## src/hdl/gei_ram.sv

```systemverilog
module gei_ram #(
  parameter int W = 8,
  parameter int D = 256
) (
  input  logic                 clk,
  input  logic                 we,
  input  logic [$clog2(D)-1:0] wa,
  input  logic [W-1:0]         wd,
  input  logic [$clog2(D)-1:0] ra,
  output logic [W-1:0]         rd
);

  logic [W-1:0] mem [D];

  always_ff @(posedge clk) begin
    if (we) begin
      mem[wa] <= wd;
    end
    rd <= mem[ra];
  end

endmodule

```

## config.mk

```make
export PLATFORM = sky130hd
export DESIGN_NAME = gei_ram
export DESIGN_NICKNAME = d
export VERILOG_FILES = /design/src/hdl/gei_ram.sv
export SDC_FILE = /design/constraint.sdc
export NUM_CORES = 2
export LEC_CHECK = 0
export ABC_AREA = 1
export BUFFER_PORTS_ARGS = -buffer_cell sky130_fd_sc_hd__buf_2
export CAP_MARGIN = 15
export CORE_MARGIN = 1.5
export CORE_UTILIZATION = 41
export DETAILED_ROUTE_END_ITERATION = 16
export PLACE_DENSITY_LB_ADDON = 0.2
export SLEW_MARGIN = 20
export SYNTH_ARGS = -nofsm -noshare
export SYNTH_HDL_FRONTEND = slang
export SYNTH_SLANG_ARGS = --single-unit
```

## constraint.sdc

```tcl
create_clock -name clk -period 4.2 [get_ports clk]
set_input_delay 0.63 -clock clk [delete_from_list [all_inputs] [get_ports clk]]
set_output_delay 0.63 -clock clk [all_outputs]
set_load 0.005 [all_outputs]
```

==> results.json <==
{
  "status": "completed",
  "end_kind": "flip-flop",
  "clock_sinks": 2056,
  "grt_antenna_before_repair": 14,
  "required_ns": 4.93,
  "whs_ns": 0.255,
  "crit_path_cell_trace": "buf_8, inv_8, buf_12, nand3_1, nand3_1, nand3_1, nand3_1, nand3_1, nand3_1, nand2_1, nand2_1, nand2_1",
  "place.gp.congestion": 0.861,
  "startpoint_type": "primary input",
  "synth_top_family_by_area": "simple AND/OR/NAND/NOR gates",
  "worstPathMaxFanout": 65,
  "arrival_ns": 3.48,
  "pin_count": 34,
  "post-place-cells": 9513,
  "leakagePower_nw": 32.5,
  "timing.fmax_mhz": 364,
  "synthXorXnorAreaFrac_pct": 0,
  "worstHoldPathType": "primary input to flip-flop",
  "yosysUniqueCellTypes": 14,
  "setup_tns_ns": 0,
  "muxShareOfSynthArea_pct": 0,
  "wl_per_cell_um": 24.9,
  "track_usage_pct": 23.7,
  "cts_root_buf": "clkbuf_16",
  "post_cts_resized": 0,
  "clockPowerShare_pct": 40.9,
  "cts_made_buffers": 207,
  "yosys_register_bits": 2056,
  "seq_area_frac_synth_pct": 73.9,
  "fillCellCount": 18100,
  "hold_violations": 0,
  "clk_pin_slew_worst_paths_ns": 0.06,
  "setup_viol": 0,
  "cts_tree": "yes",
  "start_util_pct": 41.3,
  "drt_iter0_drc": 6165,
  "period_share_pct": 65.4,
  "rsz0062_at_grt": "false",
  "netlist_instances": 7003,
  "yosys.area.top_type_share_pct": 73.7,
  "clkLatencyLatePin_ns": 0.86,
  "ys_warn_count": 0,
  "crit_path_top_delay_cell": "inv_8",
  "crit_type": "primary input to flip-flop",
  "drtPass1Iterations": 6,
  "sequentialPowerShare_pct": 52.8,
  "synth_compound_area_share_pct": 0,
  "post_cts_buffers": 0,
  "dp_hpwl_um": 143000,
  "grt.overflow.total": 0,
  "avgSynthCellArea_um2": 11.9,
  "yosys-top-cells-area": "edfxtp_1 74%, nand3_1 12%, nand2_1 9.6%",
  "ant_nets": 0,
  "viasPerCell": 5.53,
  "htreeDepth": 4,
  "grt_pass1_vias": 52600,
  "power.net_switching_mw": 9.93,
  "slew_viol_final": 0,
  "wl_um": 247000,
  "cap_violations": 0,
  "skew_ns": 0.0327,
  "drive_gt1_share_pct": 8.30,
  "swShare_pct": 23.1,
  "fp.dieW_um": 454,
  "synth_top_area_cell": "edfxtp_1",
  "grt_pass1_wl_um": 362000,
  "max_stage_delay_ns": 0.50,
  "io_buffers": 33,
  "fp.dieH_um": 454,
  "worst_pin_slew_ns": 1.23,
  "final_cell_mix": "2112 x nand2_1, 2048 x edfxtp_1, 2019 x nand3_1",
  "coreArea_um2": 202000,
  "ir_drop_v": 0.000434,
  "vias": 54800,
  "min_period_ns": 2.75,
  "drc": 0,
  "grt_max_degree": 133,
  "maxSlewHeadroom_pct": 18.1,
  "synth.cell_area_um2": 83400,
  "layout_commonest_cell": "nand2_1",
  "cts_buffer_depth": 3,
  "pwr-share-comb_pct": 6.3,
  "ctsHoldBuffers": 0,
  "fp-row-count": 165,
  "syn_nets": 7029,
  "finalNetCount": 7076,
  "power_density_nw_per_um2": 457,
  "syn_to_final_growth_pct": 12.6,
  "synth-simple-area-share_pct": 22.9,
  "fin_cells": 9894,
  "p_int_mw": 33.0,
  "worst_path_most_repeated_cell": "nand3_1",
  "synthAdderAreaFrac_pct": 0,
  "die_area_um2": 206000
}
flip-flops by register name, indices dropped and copies added, names as in the netlist:
register	count
rd	8
mem	2048
Yosys cell counts:
| master | instances |
|---|---|
| inv_2 | 2 |
| nand2_1 | 2123 |
| clkbuf_1 | 112 |
| edfxtp_1 | 2048 |
| inv_4 | 1 |
| buf_6 | 16 |
| buf_1 | 40 |
| buf_4 | 46 |
| buf_8 | 1 |
| dfxtp_1 | 8 |
| nand3_1 | 2019 |
| nor2_1 | 283 |
| buf_2 | 268 |
| inv_1 | 36 |
per-layer routing:
layer | wire length, um | global-route usage (%)
met2 | 116000 | 37.5
met5 | 32 | 0
met1 | 104000 | 32.9
met3 | 18500 | 4.28
met4 | 8270 | 8.14
critical path, delay by kind of cell:
kind	cells	cell delay [ns]
buffers and inverters	3	1.11
AND/OR/NAND/NOR	9	1.66
worst paths after layout:
check	start	end	slack [ns]	cells after the start
setup / recovery	ra[1]	rd[7]	1.45	12
hold / removal	wd[3]	mem[107][3]	0.26	1
setup reg to reg	mem[107][7]	rd[7]	2.04	10
hold reg to reg	mem[170][7]	rd[7]	0.96	10
area by class of cell:
class | count | area [um^2] | area share (%)
antenna | 4 | 10.0 | 0.0107
sequential | 2056 | 61700 | 65.7
multi-input combinational | 4425 | 19200 | 20.4
timing repair buffer | 321 | 3170 | 3.37
inverter | 39 | 180 | 0.192
clock buffer | 265 | 5450 | 5.80
clock inverter | 112 | 910 | 0.969
tap | 2672 | 3340 | 3.56
power by group through the flow:
stage / clock network (mW) / registers, mW / logic, mW
after floorplan: 0 / 23.1 / 1.40
after global placement: 0 / 23.1 / 2.69
after detailed placement: 0 / 23.1 / 2.70
after CTS: 17.8 / 22.6 / 2.70
after global routing: 18.6 / 22.6 / 2.91
final: 17.6 / 22.6 / 2.70
per-stage QoR:
step | power, mW | utilization [%] | instance area [um^2] | setup WS, ns
5_1_grt | 44.1 | 46.5 | 93900 | 1.38
3_5_place_dp | 25.8 | 43.3 | 87500 | 0.617
3_3_place_gp | 25.8 | 43.3 | 87500 | 0.626
6_report | 42.9 | 46.5 | 93900 | 1.45
2_1_floorplan | 24.5 | - | 83400 | 2.08
4_1_cts | 43.2 | 46.4 | 93900 | 1.52
cells by family after synthesis:
| group | Yosys count |
|---|---|
| and+or+nand+nor | 4425 |
| DFF | 2056 |
| buffers and inverters | 522 |
No activity file was read; power rests on OpenSTA's default activity.
